### config.mk
export PLATFORM = sky130hd
export DESIGN_NAME = osd_timestamp_field_parser_unit_flat
export DESIGN_NICKNAME = d
export VERILOG_FILES = /design/src/sv/otfp_pkg.sv /design/src/sv/otfp_char_if.sv /design/src/sv/otfp_field_if.sv /design/src/sv/osd_timestamp_field_parser_unit.sv /design/src/flat_wrapper.sv
export SDC_FILE = /design/constraint.sdc
export NUM_CORES = 2
export LEC_CHECK = 0
export BUFFER_PORTS_ARGS = -buffer_cell sky130_fd_sc_hd__clkbuf_2
export CAP_MARGIN = 20
export CORE_ASPECT_RATIO = 0.8
export CORE_MARGIN = 5
export CORE_UTILIZATION = 40
export CTS_CLUSTER_DIAMETER = 200
export DETAILED_ROUTE_END_ITERATION = 8
export SYNTH_ARGS = -nofsm -noshare
export SYNTH_HDL_FRONTEND = slang
export SYNTH_SLANG_ARGS = --single-unit
### constraint.sdc
create_clock -name clk -period 13.2 [get_ports clk]
set_clock_uncertainty 0.2 [all_clocks]
set_input_delay 2.64 -clock clk [delete_from_list [all_inputs] [get_ports clk]]
set_output_delay 2.64 -clock clk [all_outputs]
set_load 0.05 [all_outputs]
### src/sv/otfp_pkg.sv
// ----------------------------------------------------------------------------
// otfp_pkg
// Widths, character codes, line layout and tick constants shared by the
// time-overlay line parser, its channels and its checker.
// ----------------------------------------------------------------------------
package otfp_pkg;

    localparam int CHAR_W   = 8;
    localparam int DAY_W    = 62;
    localparam int TS_W     = 63;
    localparam int FNO_W    = 27;
    localparam int SATS_W   = 4;
    localparam int FIX_W    = 8;
    localparam int FSTATE_W = 2;
    localparam int FLAGS_W  = 7;
    localparam int POS_W    = 5;
    localparam int HMS_W    = 7;   // two decimal digits
    localparam int MS_W     = 14;  // four decimal digits
    localparam int TOD_W    = 42;  // time of day in ticks, up to 99:99:99.9999

    // character positions within one line
    localparam logic [POS_W-1:0] POS_FIX       = 5'd0;
    localparam logic [POS_W-1:0] POS_SATS      = 5'd1;
    localparam logic [POS_W-1:0] POS_WAIT      = 5'd2;
    localparam logic [POS_W-1:0] POS_HOUR0     = 5'd3;
    localparam logic [POS_W-1:0] POS_HOUR1     = 5'd4;
    localparam logic [POS_W-1:0] POS_MIN0      = 5'd5;
    localparam logic [POS_W-1:0] POS_MIN1      = 5'd6;
    localparam logic [POS_W-1:0] POS_SEC0      = 5'd7;
    localparam logic [POS_W-1:0] POS_SEC1      = 5'd8;
    localparam logic [POS_W-1:0] POS_MS1_FIRST = 5'd9;
    localparam logic [POS_W-1:0] POS_MS1_LAST  = 5'd12;
    localparam logic [POS_W-1:0] POS_MS2_FIRST = 5'd13;
    localparam logic [POS_W-1:0] POS_MS2_LAST  = 5'd16;
    localparam logic [POS_W-1:0] POS_FNO_FIRST = 5'd17;
    localparam logic [POS_W-1:0] POS_LAST      = 5'd24;

    // character codes
    localparam logic [CHAR_W-1:0] CHAR_ZERO  = 8'h30;
    localparam logic [CHAR_W-1:0] CHAR_NINE  = 8'h39;
    localparam logic [CHAR_W-1:0] CHAR_WAIT  = 8'h57;
    localparam logic [CHAR_W-1:0] CHAR_SPACE = 8'h20;
    localparam logic [CHAR_W-1:0] CHAR_NUL   = 8'h00;
    localparam logic [CHAR_W-1:0] CHAR_P     = 8'h50;
    localparam logic [CHAR_W-1:0] CHAR_G     = 8'h47;

    // fix state codes
    localparam logic [FSTATE_W-1:0] FIX_NONE     = 2'd0;
    localparam logic [FSTATE_W-1:0] FIX_INTERNAL = 2'd1;
    localparam logic [FSTATE_W-1:0] FIX_GFIX     = 2'd2;
    localparam logic [FSTATE_W-1:0] FIX_PFIX     = 2'd3;

    // error flag bit positions
    localparam int ERR_SATS = 0;
    localparam int ERR_WAIT = 1;
    localparam int ERR_HOUR = 2;
    localparam int ERR_MIN  = 3;
    localparam int ERR_MS   = 4;
    localparam int ERR_FNO  = 5;
    localparam int ERR_SEC  = 6;

    // 100 ns ticks
    localparam logic [TOD_W-1:0] TICKS_HOUR     = 42'd36000000000;
    localparam logic [TOD_W-1:0] TICKS_MINUTE   = 42'd600000000;
    localparam logic [TOD_W-1:0] TICKS_SECOND   = 42'd10000000;
    localparam logic [TOD_W-1:0] TICKS_TENTH_MS = 42'd1000;
    localparam logic [TS_W-1:0]  TICKS_DAY      = 63'd864000000000;

    typedef struct packed {
        logic [FIX_W-1:0]  fix;
        logic [SATS_W-1:0] sats;
        logic              almanac;
        logic              sats_bad;
        logic              wait_bad;
        logic              hour_bad;
        logic              min_bad;
        logic              sec_bad;
        logic              ms1_bad;
        logic              ms2_bad;
    } pending_t;

    typedef struct packed {
        logic started;
        logic gap;
        logic bad;
    } fno_mark_t;

    function automatic logic is_digit(input logic [CHAR_W-1:0] c);
        return (c >= CHAR_ZERO) && (c <= CHAR_NINE);
    endfunction

    function automatic logic [3:0] digit_value(input logic [CHAR_W-1:0] c);
        logic [CHAR_W-1:0] diff;
        diff = c - CHAR_ZERO;
        return diff[3:0];
    endfunction

endpackage

### src/sv/otfp_char_if.sv
// ----------------------------------------------------------------------------
// otfp_char_if
// Character channel: one recognized character with the day start ticks.
// ----------------------------------------------------------------------------
interface otfp_char_if;

    logic                          valid;
    logic                          ready;
    logic [otfp_pkg::CHAR_W-1:0]   char_code;
    logic [otfp_pkg::DAY_W-1:0]    day_ticks;

    modport source (output valid, char_code, day_ticks, input ready);
    modport sink   (input valid, char_code, day_ticks, output ready);

endinterface

### src/sv/otfp_field_if.sv
// ----------------------------------------------------------------------------
// otfp_field_if
// Result channel: one parsed time-overlay line.
// ----------------------------------------------------------------------------
interface otfp_field_if;

    logic                            valid;
    logic                            ready;
    logic [otfp_pkg::TS_W-1:0]       field_timestamp;
    logic [otfp_pkg::FNO_W-1:0]      field_number;
    logic [otfp_pkg::SATS_W-1:0]     satellites;
    logic                            almanac_state;
    logic [otfp_pkg::FIX_W-1:0]      fix_type;
    logic [otfp_pkg::FSTATE_W-1:0]   fix_state;
    logic                            ok;
    logic [otfp_pkg::FLAGS_W-1:0]    error_flags;

    modport source (output valid, field_timestamp, field_number, satellites, almanac_state,
                    fix_type, fix_state, ok, error_flags, input ready);
    modport sink   (input valid, field_timestamp, field_number, satellites, almanac_state,
                    fix_type, fix_state, ok, error_flags, output ready);

endinterface

### src/sv/osd_timestamp_field_parser_unit.sv
// ----------------------------------------------------------------------------
// osd_timestamp_field_parser_unit
// Parses the 25 characters of a time-overlay line into a timestamp, field
// number, satellite count, almanac and fix state and error flags.
// ----------------------------------------------------------------------------
// throughput: one character item per cycle while the result output is not
// stalled, no bubbles between lines; the result is registered as the 25th character is accepted
// the time of day is summed up at positions 9 and 17, so the last character
// only adds the day start and the rollover day
// reset clears the character position, the hour-23 rollover memory and the
// result valid; a new line must start at position 0
// ----------------------------------------------------------------------------
module osd_timestamp_field_parser_unit (
    input  logic                 clk,
    input  logic                 rst_n,
    otfp_char_if.sink            chars,
    otfp_field_if.source         fields
);

    logic                                accept;
    logic [otfp_pkg::CHAR_W-1:0]         c;
    logic                                c_digit;
    logic [3:0]                          dv;

    logic [otfp_pkg::POS_W-1:0]          pos_reg, pos_next;
    otfp_pkg::pending_t                  pend_reg, pend_next;
    logic [otfp_pkg::HMS_W-1:0]          hour_reg, hour_next;
    logic [otfp_pkg::HMS_W-1:0]          min_reg, min_next;
    logic [otfp_pkg::HMS_W-1:0]          sec_reg, sec_next;
    logic [otfp_pkg::MS_W-1:0]           ms1_reg, ms1_next;
    logic [otfp_pkg::MS_W-1:0]           ms2_reg, ms2_next;
    logic [otfp_pkg::FNO_W-1:0]          fno_reg, fno_next;
    otfp_pkg::fno_mark_t                 mark_reg, mark_next;
    logic [otfp_pkg::TOD_W-1:0]          tod_reg, tod_next;
    logic [otfp_pkg::DAY_W-1:0]          h23_ticks_reg, h23_ticks_next;
    logic                                h23_armed_reg, h23_armed_next;

    logic [otfp_pkg::HMS_W-1:0]          hh_eff, mm_eff, ss_eff;
    logic [otfp_pkg::MS_W-1:0]           ms_eff;
    logic                                last_char;
    logic                                rollover;
    logic                                success;
    logic                                alm;
    logic [otfp_pkg::FLAGS_W-1:0]        flags;
    logic [otfp_pkg::FSTATE_W-1:0]       fstate;
    logic [otfp_pkg::TS_W-1:0]           ts;

    logic                                out_valid_reg;
    logic [otfp_pkg::TS_W-1:0]           ts_reg;
    logic [otfp_pkg::FNO_W-1:0]          out_fno_reg;
    logic [otfp_pkg::SATS_W-1:0]         sats_reg;
    logic                                alm_reg;
    logic [otfp_pkg::FIX_W-1:0]          fix_reg;
    logic [otfp_pkg::FSTATE_W-1:0]       fstate_reg;
    logic                                ok_reg;
    logic [otfp_pkg::FLAGS_W-1:0]        flags_reg;

    assign chars.ready = !out_valid_reg || fields.ready;
    assign accept      = chars.valid && chars.ready;
    assign c           = chars.char_code;
    assign c_digit     = otfp_pkg::is_digit(c);
    assign dv          = otfp_pkg::digit_value(c);
    assign last_char   = (pos_reg == otfp_pkg::POS_LAST);

    assign pos_next = last_char ? '0 : otfp_pkg::POS_W'(pos_reg + 1'b1);

    // effective field values, failed fields count as zero
    assign hh_eff = pend_reg.hour_bad ? '0 : hour_reg;
    assign mm_eff = pend_reg.min_bad  ? '0 : min_reg;
    assign ss_eff = pend_reg.sec_bad  ? '0 : sec_reg;
    assign ms_eff = !pend_reg.ms1_bad ? ms1_reg : (!pend_reg.ms2_bad ? ms2_reg : '0);

    // per-character field collection
    always_comb
    begin
        pend_next = pend_reg;
        hour_next = hour_reg;
        min_next  = min_reg;
        sec_next  = sec_reg;
        ms1_next  = ms1_reg;
        ms2_next  = ms2_reg;
        fno_next  = fno_reg;
        mark_next = mark_reg;
        unique case (pos_reg) inside
            otfp_pkg::POS_FIX:
            begin
                pend_next     = '0;
                pend_next.fix = c;
                hour_next     = '0;
                min_next      = '0;
                sec_next      = '0;
                ms1_next      = '0;
                ms2_next      = '0;
                fno_next      = '0;
                mark_next     = '0;
            end
            otfp_pkg::POS_SATS:
            begin
                if (c_digit)
                    pend_next.sats = dv;
                else
                    pend_next.sats_bad = 1'b1;
            end
            otfp_pkg::POS_WAIT:
            begin
                if (c == otfp_pkg::CHAR_SPACE || c == otfp_pkg::CHAR_NUL)
                    pend_next.almanac = 1'b1;
                else if (c != otfp_pkg::CHAR_WAIT)
                    pend_next.wait_bad = 1'b1;
            end
            [otfp_pkg::POS_HOUR0:otfp_pkg::POS_HOUR1]:
            begin
                if (c_digit)
                    hour_next = otfp_pkg::HMS_W'(hour_reg * 7'd10 + 7'(dv));
                else
                    pend_next.hour_bad = 1'b1;
            end
            [otfp_pkg::POS_MIN0:otfp_pkg::POS_MIN1]:
            begin
                if (c_digit)
                    min_next = otfp_pkg::HMS_W'(min_reg * 7'd10 + 7'(dv));
                else
                    pend_next.min_bad = 1'b1;
            end
            [otfp_pkg::POS_SEC0:otfp_pkg::POS_SEC1]:
            begin
                if (c_digit)
                    sec_next = otfp_pkg::HMS_W'(sec_reg * 7'd10 + 7'(dv));
                else
                    pend_next.sec_bad = 1'b1;
            end
            [otfp_pkg::POS_MS1_FIRST:otfp_pkg::POS_MS1_LAST]:
            begin
                if (c_digit)
                    ms1_next = otfp_pkg::MS_W'(ms1_reg * 14'd10 + 14'(dv));
                else
                    pend_next.ms1_bad = 1'b1;
            end
            [otfp_pkg::POS_MS2_FIRST:otfp_pkg::POS_MS2_LAST]:
            begin
                if (c_digit)
                    ms2_next = otfp_pkg::MS_W'(ms2_reg * 14'd10 + 14'(dv));
                else
                    pend_next.ms2_bad = 1'b1;
            end
            default:
            begin
                // field number: one run of digits, blanks only around it
                if (!mark_reg.bad)
                begin
                    if (c != otfp_pkg::CHAR_NUL && c != otfp_pkg::CHAR_SPACE)
                    begin
                        if (mark_reg.gap || !c_digit)
                        begin
                            mark_next     = '0;
                            mark_next.bad = 1'b1;
                        end
                        else
                        begin
                            fno_next = otfp_pkg::FNO_W'(fno_reg * 27'd10 + 27'(dv));
                            mark_next.started = 1'b1;
                        end
                    end
                    else if (mark_reg.started)
                    begin
                        mark_next.gap = 1'b1;
                    end
                end
            end
        endcase
    end

    // time of day: hours, minutes, seconds once they are complete, then ms
    always_comb
    begin
        tod_next = tod_reg;
        if (pos_reg == otfp_pkg::POS_MS1_FIRST)
            tod_next = otfp_pkg::TOD_W'(hh_eff) * otfp_pkg::TICKS_HOUR
                     + otfp_pkg::TOD_W'(mm_eff) * otfp_pkg::TICKS_MINUTE
                     + otfp_pkg::TOD_W'(ss_eff) * otfp_pkg::TICKS_SECOND;
        else if (pos_reg == otfp_pkg::POS_FNO_FIRST)
            tod_next = tod_reg + otfp_pkg::TOD_W'(ms_eff) * otfp_pkg::TICKS_TENTH_MS;
    end

    // result of the last character
    always_comb
    begin
        flags = '0;
        flags[otfp_pkg::ERR_SATS] = pend_reg.sats_bad;
        flags[otfp_pkg::ERR_WAIT] = pend_reg.wait_bad;
        flags[otfp_pkg::ERR_HOUR] = pend_reg.hour_bad;
        flags[otfp_pkg::ERR_MIN]  = pend_reg.min_bad;
        flags[otfp_pkg::ERR_MS]   = pend_reg.ms1_bad && pend_reg.ms2_bad;
        flags[otfp_pkg::ERR_SEC]  = pend_reg.sec_bad;
        // a failed field number reports only its own flag
        if (!mark_next.started)
        begin
            flags = '0;
            flags[otfp_pkg::ERR_FNO] = 1'b1;
        end
    end

    assign success  = (flags == '0);
    assign rollover = (hh_eff == '0) && (h23_ticks_reg == chars.day_ticks);
    assign ts       = otfp_pkg::TS_W'(chars.day_ticks) + otfp_pkg::TS_W'(tod_reg)
                    + (rollover ? otfp_pkg::TICKS_DAY : '0);
    assign alm      = !pend_reg.wait_bad && pend_reg.almanac;

    always_comb
    begin
        if (!alm && (pend_reg.fix == otfp_pkg::CHAR_P || pend_reg.fix == otfp_pkg::CHAR_G))
            fstate = otfp_pkg::FIX_INTERNAL;
        else if (alm && pend_reg.fix == otfp_pkg::CHAR_G)
            fstate = otfp_pkg::FIX_GFIX;
        else if (alm && pend_reg.fix == otfp_pkg::CHAR_P)
            fstate = otfp_pkg::FIX_PFIX;
        else
            fstate = otfp_pkg::FIX_NONE;
    end

    // hour-23 memory for the midnight rollover, only on clean lines
    always_comb
    begin
        h23_ticks_next = h23_ticks_reg;
        h23_armed_next = h23_armed_reg;
        if (last_char && success)
        begin
            if (hh_eff == 7'd23 && !h23_armed_reg && h23_ticks_reg != chars.day_ticks)
            begin
                h23_ticks_next = chars.day_ticks;
                h23_armed_next = 1'b1;
            end
            else if (hh_eff == '0 && h23_armed_reg)
            begin
                h23_armed_next = 1'b0;
            end
        end
    end

    always_ff @(posedge clk or negedge rst_n)
    begin
        if (!rst_n)
        begin
            pos_reg       <= '0;
            pend_reg      <= '0;
            hour_reg      <= '0;
            min_reg       <= '0;
            sec_reg       <= '0;
            ms1_reg       <= '0;
            ms2_reg       <= '0;
            fno_reg       <= '0;
            mark_reg      <= '0;
            tod_reg       <= '0;
            h23_ticks_reg <= '0;
            h23_armed_reg <= 1'b0;
        end
        else if (accept)
        begin
            pos_reg       <= pos_next;
            pend_reg      <= pend_next;
            hour_reg      <= hour_next;
            min_reg       <= min_next;
            sec_reg       <= sec_next;
            ms1_reg       <= ms1_next;
            ms2_reg       <= ms2_next;
            fno_reg       <= fno_next;
            mark_reg      <= mark_next;
            tod_reg       <= tod_next;
            h23_ticks_reg <= h23_ticks_next;
            h23_armed_reg <= h23_armed_next;
        end
    end

    always_ff @(posedge clk or negedge rst_n)
    begin
        if (!rst_n)
            out_valid_reg <= 1'b0;
        else if (accept && last_char)
            out_valid_reg <= 1'b1;
        else if (fields.ready)
            out_valid_reg <= 1'b0;
    end

    always_ff @(posedge clk)
    begin
        if (accept && last_char)
        begin
            ts_reg      <= ts;
            out_fno_reg <= fno_next;
            sats_reg    <= pend_reg.sats;
            alm_reg     <= alm;
            fix_reg     <= pend_reg.fix;
            fstate_reg  <= fstate;
            ok_reg      <= success;
            flags_reg   <= flags;
        end
    end

    assign fields.valid           = out_valid_reg;
    assign fields.field_timestamp = ts_reg;
    assign fields.field_number    = out_fno_reg;
    assign fields.satellites      = sats_reg;
    assign fields.almanac_state   = alm_reg;
    assign fields.fix_type        = fix_reg;
    assign fields.fix_state       = fstate_reg;
    assign fields.ok              = ok_reg;
    assign fields.error_flags     = flags_reg;

endmodule

### src/flat_wrapper.sv
// flat-port wrapper written by rule: the top's interface ports become plain ports
module osd_timestamp_field_parser_unit_flat 
  (clk, rst_n, chars_valid, chars_char_code, chars_day_ticks, chars_ready, fields_valid, fields_field_timestamp, fields_field_number, fields_satellites, fields_almanac_state, fields_fix_type, fields_fix_state, fields_ok, fields_error_flags, fields_ready);
  otfp_char_if chars_i ();
  otfp_field_if fields_i ();
  input  logic clk;
  input  logic rst_n;
  input wire logic [$bits(chars_i.valid)-1:0] chars_valid;
  input wire logic [$bits(chars_i.char_code)-1:0] chars_char_code;
  input wire logic [$bits(chars_i.day_ticks)-1:0] chars_day_ticks;
  output wire logic [$bits(chars_i.ready)-1:0] chars_ready;
  output wire logic [$bits(fields_i.valid)-1:0] fields_valid;
  output wire logic [$bits(fields_i.field_timestamp)-1:0] fields_field_timestamp;
  output wire logic [$bits(fields_i.field_number)-1:0] fields_field_number;
  output wire logic [$bits(fields_i.satellites)-1:0] fields_satellites;
  output wire logic [$bits(fields_i.almanac_state)-1:0] fields_almanac_state;
  output wire logic [$bits(fields_i.fix_type)-1:0] fields_fix_type;
  output wire logic [$bits(fields_i.fix_state)-1:0] fields_fix_state;
  output wire logic [$bits(fields_i.ok)-1:0] fields_ok;
  output wire logic [$bits(fields_i.error_flags)-1:0] fields_error_flags;
  input wire logic [$bits(fields_i.ready)-1:0] fields_ready;
  assign chars_i.valid = chars_valid;
  assign chars_i.char_code = chars_char_code;
  assign chars_i.day_ticks = chars_day_ticks;
  assign chars_ready = chars_i.ready;
  assign fields_valid = fields_i.valid;
  assign fields_field_timestamp = fields_i.field_timestamp;
  assign fields_field_number = fields_i.field_number;
  assign fields_satellites = fields_i.satellites;
  assign fields_almanac_state = fields_i.almanac_state;
  assign fields_fix_type = fields_i.fix_type;
  assign fields_fix_state = fields_i.fix_state;
  assign fields_ok = fields_i.ok;
  assign fields_error_flags = fields_i.error_flags;
  assign fields_i.ready = fields_ready;
  osd_timestamp_field_parser_unit u_core (.clk(clk), .rst_n(rst_n), .chars(chars_i), .fields(fields_i));
endmodule
==> impl_metrics.ini <==
[status]
status = complete, no violations

[route]
vias = 24886
wl_um = 86800
drtPass1Iterations = 6
drc = 0
drt_iter0_markers = 1694
antenna_left = 0
wl_per_cell_um = 18.6
viasPerCell = 5.34

[grt]
grt_max_degree = 116
grt.overflow.total = 0
antenna_found_initial = 0
grt_pass1_wl_um = 137000
track_usage = 0.196
grt_pass1_vias = 23858

[worst_hold_path]
min-delay-start = u_core.pend_reg[8]
min_path_cells = 0
hold_class = reg2reg
min_to = u_core.fields.satellites[0]

[critical_path]
arrival_ns = 8.77
reg2reg_slack_ns = 4.66
critPathLaunchType = register
cp_slowest_cell = dfrtp_1
cp.required_ns = 13.43
reg2reg_depth = 32
r2r-end = u_core.tod_reg[38]
crit_type = reg2reg
slowest_delay_ns = 0.61
r2r-start = u_core.pend_reg[2]
endpoint_kind = register
critical_path_peak_fanout = 11

[place]
port-buffer-count = 188
gp_congestion = 0.913
dp.final_hpwl_um = 69800
dpl_cell_area_mm2 = 0.0344

[clocking]
cts_hold_buf = 0
cts_root_buf = clkbuf_16
clock_path_buffers = 3
post_cts_buffers = 0
clock_sinks = 320
cts_resized = 0
htree_levels = 2
numCtsBuffers = 39
cts_tree = done
clkLatencyLatePin_ns = 0.57
cts.clk_slew.worst_paths_ns = 0.07

[yosys]
yosys_register_bits = 320
synth_mux_area_frac = 0.0331
synth_common_cells = ha_1, inv_1, nand2_1
synth_simple_gate_area_frac = 0.128
yosys-top-cells-area = ha_1, dfrtp_1, edfxtp_1
synth_area_leader_cell = ha_1
synth.yosys.warnings = 0
synth_xor_area_frac = 0.0935
synth_top_area_frac = 0.196
syn_nets = 4116
synth_most_common_cell = ha_1
synthFlopType = dfrtp_1
yosys.area_share.adder = 0.279
netlist_area_mm2 = 0.0323
ys_seq_area_frac = 0.265
synth_edf_count = 113
async_flop_share = 0.647
syn_inst = 3403
ys_types = 89
synth-compound-area-share = 0.152
synth_top_family_by_area = adder cells
synth.avg_cell_area_um2 = 9.50

[cells_and_area]
fillers = 7727
final_area_mm2 = 0.0358
layout-drive-gt1-share = 0.105
synthToLayoutAreaGrowth_pct = 10.8
fin_nets = 4298
n_antenna_cell = 0
largest_reg_flops = 63

[timing]
slew_headroom = 0.356
hold_viol = 0
worst_hold_slack_ns = 0.263
fmax_mhz = 117
worst_pin_slew_ns = 0.963
fin_crit_ns = 8.54
finalCritPeriodShare = 0.647
setup_viol = 0
grt_setup_unrepaired = false
final.setup.tns_ns = 0
slew_violations = 0

[power]
p_leak_uw = 0.0183
p_per_area_mw_per_mm2 = 178
vdd_drop_max_v = 0.000104
power_uw = 6380

[die]
die_y_um = 264
die_x_um = 328
io_pins = 189
rows = 93
core-area_mm2 = 0.0803
dieArea_mm2 = 0.0866
start_util = 0.403

[flow_run]
drv_cap = 0
## per-stage QoR
stage	cells	setup slack, ns	utilization
after floorplan	3403	2.93	-
after global placement	4585	4.77	0.429
after detailed placement	4585	4.58	0.429
after CTS	4656	4.73	0.445
after global routing	4660	4.16	0.446
final	4660	4.66	0.446
## worst max-delay path, delay by kind of cell, from the launching register on
kind	cells	cell delay, ns
DFF	1	0.61
and+or+nand+nor	4	0.63
xor gates and xnor gates	2	0.32
buffers and inverters	4	0.31
AOI/OAI and AO/OA	15	3.62
adders and majority gates	7	2.70
## cell type report
class                      instances  area, um^2  area share
sequential                       320        8570       0.239
multi-input combinational       2668       22200       0.619
clock buffer                      49        1040      0.0291
tap                             1045        1310      0.0365
clock inverter                    22         264     0.00737
inverter                         344        1290      0.0361
timing repair buffer             212        1160      0.0324
## report_power, final
group	total (uW)	switching [uW]	internal (uW)	leakage (uW)
sequential	1440	215	1220	0.00383
combinational	3830	2340	1490	0.0139
clock	1120	468	647	0.000631
## worst max path at each step
stage                        start                                 to  slack (ns)  cells past startpoint
6_report        u_core.pend_reg[2]                 u_core.tod_reg[38]        4.66                     32
5_1_grt         u_core.pend_reg[3]                 u_core.tod_reg[34]        4.16                     31
4_1_cts         u_core.pend_reg[2]                 u_core.tod_reg[38]        4.73                     32
3_5_place_dp   chars_day_ticks[50]  u_core.fields.field_timestamp[58]        4.58                     20
3_3_place_gp   chars_day_ticks[10]  u_core.fields.field_timestamp[58]        4.77                     20
2_1_floorplan         fields_ready           u_core.h23_ticks_reg[10]        2.93                      6
## layout by cell type, fill, tap and decap left out, drive strengths merged, types with 7 or more instances in the layout
| cell | synthesis | routed |
|---|---|---|
| a22oi | 13 | 13 |
| edfxtp | 113 | 113 |
| nor3 | 48 | 48 |
| nor4 | 19 | 19 |
| mux2 | 71 | 71 |
| a22o | 44 | 44 |
| a21oi | 198 | 198 |
| nor2b | 51 | 51 |
| xnor2 | 209 | 209 |
| xor2 | 131 | 131 |
| a41oi | 7 | 7 |
| or2 | 15 | 15 |
| fa | 134 | 134 |
| and3 | 27 | 27 |
| inv | 344 | 348 |
| o211ai | 15 | 15 |
| o21bai | 16 | 16 |
| ha | 505 | 505 |
| a31oi | 21 | 21 |
| dfrtp | 207 | 207 |
| o21ai | 186 | 186 |
| nand2 | 277 | 277 |
| a21o | 89 | 89 |
| clkinv | 0 | 12 |
| clkbuf | 59 | 236 |
| nand2b | 37 | 37 |
| nor2 | 182 | 182 |
| a21boi | 15 | 15 |
| a211oi | 18 | 18 |
| a211o | 7 | 7 |
| o31ai | 23 | 23 |
| and2 | 22 | 22 |
| nand3 | 70 | 70 |
| buf | 12 | 25 |
| or3 | 19 | 19 |
| nand4 | 45 | 45 |
| o21a | 41 | 41 |
| nor3b | 12 | 12 |
## cells by family after synthesis
logic type / after synthesis
AND/OR/NAND/NOR: 849
AO/OA/AOI/OAI: 761
adder cells (fa/ha/maj): 639
buffers and inverters: 415
XOR/XNOR: 342
flip-flops: 320
multiplexers: 76
other: 1
## per-layer routing
layer  share of wire  global-route usage  vias up  wire length, um
met5               0                   0        -                0
met4           0.016              0.0335        0             1410
met3           0.056              0.0248       81             4840
met2            0.41               0.284      637            35100
met1            0.52               0.313    11810            45400
li1                -                   -    12358                -
Power figures use the tool's default switching activity.
